[src/hdl/lphs_pkg.sv]
// ----------------------------------------------------------------------------
// lphs_pkg
// Shared types and constants for the linear-probing hash set.
// ----------------------------------------------------------------------------
package lphs_pkg;

   // Table geometry. The table size must be a power of two. The home slot
   // is then the low address bits of the key, which is already the
   // non-negative remainder.
   localparam int TableSize = 4096;
   localparam int AddrW     = $clog2(TableSize);
   localparam int KeyW      = 32;
   localparam int SlotW     = 12;
   localparam int EntryW    = KeyW + 1;

   // Request codes.
   typedef enum logic {
      REQ_INSERT = 1'b0,
      REQ_QUERY  = 1'b1
   } req_kind_type;

   // Controller states.
   typedef enum logic [1:0] {
      ST_CLEAR,
      ST_IDLE,
      ST_PROBE
   } state_type;

   // Commands from the controller to the datapath.
   typedef struct packed {
      logic load;     // take a new request and start at its home slot
      logic advance;  // step the probe to the next slot
      logic finish;   // capture the response and commit an insert
      logic clear;    // write one empty entry during the clearing pass
   } cmd_type;

   // Status from the datapath to the controller.
   typedef struct packed {
      logic hit;      // the current slot holds the key
      logic empty;    // the current slot is unoccupied
      logic last;     // probe counter (or clear pointer) is at its end
   } status_type;

endpackage

[src/hdl/lphs_ctrl.sv]
// ----------------------------------------------------------------------------
// lphs_ctrl
// Controller: runs the clearing pass, takes requests, steps the probe and
// owns the response valid flag.
// ----------------------------------------------------------------------------
module lphs_ctrl (
   input  logic                   clock,
   input  logic                   reset,
   input  logic                   req_valid,
   output logic                   req_ready,
   output logic                   rsp_valid,
   input  logic                   rsp_ready,
   input  lphs_pkg::status_type   status,
   output lphs_pkg::cmd_type      cmd
);
   import lphs_pkg::*;

   state_type state_ff, state_in;
   logic      rsp_valid_ff, rsp_valid_in;
   logic      rsp_free;
   logic      done;

   // The response register can take a new transaction when it is empty or
   // being emptied this cycle.
   assign rsp_free = !rsp_valid_ff || rsp_ready;
   assign done     = status.hit || status.empty || status.last;

   // Next state.
   always_comb begin
      state_in = state_ff;
      case (state_ff)
         ST_CLEAR: begin
            if (status.last) begin
               state_in = ST_IDLE;
            end
         end
         ST_IDLE: begin
            if (req_valid) begin
               state_in = ST_PROBE;
            end
         end
         ST_PROBE: begin
            if (done && rsp_free) begin
               state_in = ST_IDLE;
            end
         end
         default: begin
            state_in = ST_CLEAR;
         end
      endcase
   end

   // Outputs.
   always_comb begin
      cmd       = '0;
      req_ready = 1'b0;
      case (state_ff)
         ST_CLEAR: begin
            cmd.clear = 1'b1;
         end
         ST_IDLE: begin
            req_ready = 1'b1;
            cmd.load  = req_valid;
         end
         ST_PROBE: begin
            cmd.finish  = done && rsp_free;
            cmd.advance = !done;
         end
         default: begin
            cmd = '0;
         end
      endcase
   end

   // Response valid flag.
   always_comb begin
      if (cmd.finish) begin
         rsp_valid_in = 1'b1;
      end else if (rsp_ready) begin
         rsp_valid_in = 1'b0;
      end else begin
         rsp_valid_in = rsp_valid_ff;
      end
   end

   always_ff @(posedge clock) begin
      if (reset) begin
         state_ff     <= ST_CLEAR;
         rsp_valid_ff <= 1'b0;
      end else begin
         state_ff     <= state_in;
         rsp_valid_ff <= rsp_valid_in;
      end
   end

   assign rsp_valid = rsp_valid_ff;

endmodule

[config.mk]
export PLATFORM = sky130hd
export DESIGN_NAME = lphs_ctrl
export DESIGN_NICKNAME = d
export VERILOG_FILES = /design/src/hdl/lphs_pkg.sv /design/src/hdl/lphs_ctrl.sv
export SDC_FILE = /design/constraint.sdc
export NUM_CORES = 1
export LEC_CHECK = 0
export BUFFER_PORTS_ARGS = -buffer_cell sky130_fd_sc_hd__buf_2
export CORE_AREA = 5 5 42 44
export CTS_BUF_LIST = sky130_fd_sc_hd__clkbuf_2 sky130_fd_sc_hd__clkbuf_4 sky130_fd_sc_hd__clkbuf_8
export DETAILED_ROUTE_END_ITERATION = 8
export DIE_AREA = 0 0 47 49
export GPL_ROUTABILITY_DRIVEN = 0
export PLACE_DENSITY = 0.32
export SKIP_LAST_GASP = 1
export SYNTH_ARGS = -nofsm -noshare
export SYNTH_HDL_FRONTEND = slang
export SYNTH_SLANG_ARGS = --single-unit
[constraint.sdc]
create_clock -name clock -period 2.6 [get_ports clock]
set_input_delay 0.39 -clock clock [delete_from_list [all_inputs] [get_ports clock]]
set_output_delay 0.39 -clock clock [all_outputs]
set_load 0.02 [all_outputs]
==> results.cfg <==
[outcome]
status = complete, no violations

[synth]
syn-num-nets = 27
synth.cell_area_um2 = 172.7
syn_inst = 20
synth_top_family_by_area = simple AND/OR/NAND/NOR gates
synth_compound_area_share_pct = 18.84
synth_fa_ha_area_share_pct = 0
synth-simple-area-share_pct = 39.86
syn_area_per_cell_um2 = 8.633
synthMuxAreaShare_pct = 0
seq_area_frac_synth_pct = 34.78
synth-xor-area-share_pct = 0
yosys_warnings = 0
synthDistinctLibCells = 15
ys_ff_latch = 3

[final_layout]
finalNetCount = 43
antenna_cells = 0
drive_gt1_share_pct = 57.14
final_cell_mix = buf_2 (12), clkbuf_4 (4), a21oi_1 (3), dfxtp_1 (3), nor2_1 (2)
fillers = 177
finalInstanceArea_um2 = 275.3
final_util_pct = 19.64
syn_to_final_growth_pct = 59.42
final_common_cell = buf_2

[floorplan]
core-area_mm2 = 0.001401
std_cell_rows = 14
die_w_um = 47
dieHeight_um = 49
die_area_mm2 = 0.002303
start_util_pct = 12.32
pin_count = 13

[grt]
first_global_vias = 207
antenna_found_initial = 0
grt_max_degree = 6
grtUsageTotal_pct = 4.930
grt_pass1_wl_um = 738
grt_remaining_overflow = 0

[routing]
num_vias = 186
drc_errors = 0
via_per_inst = 3.647
drtPass1Iterations = 1
wl_um = 432
postRouteAntennaNets = 0
drtIter0Drc = 0
wl_per_cell_um = 8.471

[timing]
layout_setup_ws_ps = 974.4
period_needed_ps = 1626
fin_worst_skew_ps = 0.7895
worst_pin_slew_ps = 183.2
setup_viol = 0
relSlewSlack_pct = 87.76
fin_crit_sh_pct = 62.52
slew_viol_final = 0
whs_ps = 335.0
fmaxAchievable_mhz = 615.2
rsz0062_at_grt = false
hold_violations = 0
fin_tns_setup_ps = 0

[place]
dp_slack_ps = 963.0
port_buffers = 12
placed_cell_area_um2 = 245.2

[clocking]
root_buffer = clkbuf_4
cts_tree = done
clk_path_buf_depth = 2
clk_pin_slew_ps = 30
htreeDepth = 1
cts_resized = 0
clock_latency_ps = 230
cts_buffers = 3
hold_buffers = 0
numClockSinks = 3
post_cts_buffers = 0

[setup_path]
crit_fanout = 3
worstSetupPathType = in -> out
cp-end-kind = output port
critPathLaunchType = input pin
cp.arrival_ps = 1240
required_ps = 2210

[job]
drv_cap = 0

[power]
power.density_mw_per_mm2 = 612.5
ir_worst_vdd_v = 0.0001647
leakage_uw = 0.0001441

[worst_hold_path]
min_path_type = in -> reg
==> stage by stage <==
step                cells  total power, µW
floorplan              20            68.57
global placement       47            79.29
detailed placement     47            79.66
CTS                    51            175.4
global route           51            182.5
finish                 51            168.6
==> flip-flops by register name (all words and copies together), names as in the netlist <==
| register | cells |
|---|---|
| rsp_valid | 1 |
| state_ff | 2 |
==> critical path, cell delays in order <==
cell and delay [ps]:
buf_2 100, or3_4 380, and2b_2 210, buf_2 150
==> layer usage <==
metal  global-route usage, %  share of wire (%)
met5                       0                  0
met2                   6.787                 61
met3                   1.107                4.2
met1                   4.176                 31
met4                   8.295                3.9
==> final timing paths <==
| kind | startpoint | end | slack (ps) | cells after the start |
|---|---|---|---|---|
| max | status[0] | cmd[2] | 970 | 4 |
| min | reset | rsp_valid$_SDFFE_PP0P_ | 330 | 2 |
| max reg2reg | state_ff[0]$_SDFFE_PP0P_ | state_ff[1]$_SDFFE_PP0P_ | 1600 | 3 |
| min reg2reg | state_ff[0]$_SDFFE_PP0P_ | state_ff[0]$_SDFFE_PP0P_ | 570 | 2 |
==> synthesized netlist by cell type <==
library cell	number	share of area [%]
nor2b_1	1	3.6
a21oi_1	3	8.7
and2_1	1	3.6
inv_1	1	2.2
nand3_1	1	2.9
nor2_1	2	4.3
or2b_2	1	5.1
buf_4	1	4.3
or3_4	1	6.5
nor3b_1	1	4.3
and2b_2	1	5.1
dfxtp_1	3	35
and2b_1	1	4.3
o21ba_2	1	5.8
a21boi_1	1	4.3
==> logic make-up after synthesis <==
kind of cell | after synthesis
AO/OA/AOI/OAI | 5
buffers and inverters | 2
flip-flops | 3
AND/OR/NAND/NOR | 10
==> area by class of cell <==
| class | count | area (µm²) | area share [%] |
|---|---|---|---|
| multi-input combinational | 15 | 101.3 | 36.82 |
| tap | 16 | 20.02 | 7.273 |
| timing repair buffer | 12 | 60.06 | 21.82 |
| sequential | 3 | 60.06 | 21.82 |
| inverter | 1 | 3.754 | 1.364 |
| clock buffer | 4 | 30.03 | 10.91 |
==> power breakdown <==
part | switching [µW] | internal [µW] | total (µW)
logic | 14.3 | 12.8 | 27.1
registers | 2.20 | 48.8 | 51.0
clock network | 22.7 | 67.8 | 90.5
total | 39.2 | 129 | 169
No activity file was read; power rests on OpenSTA's default activity.
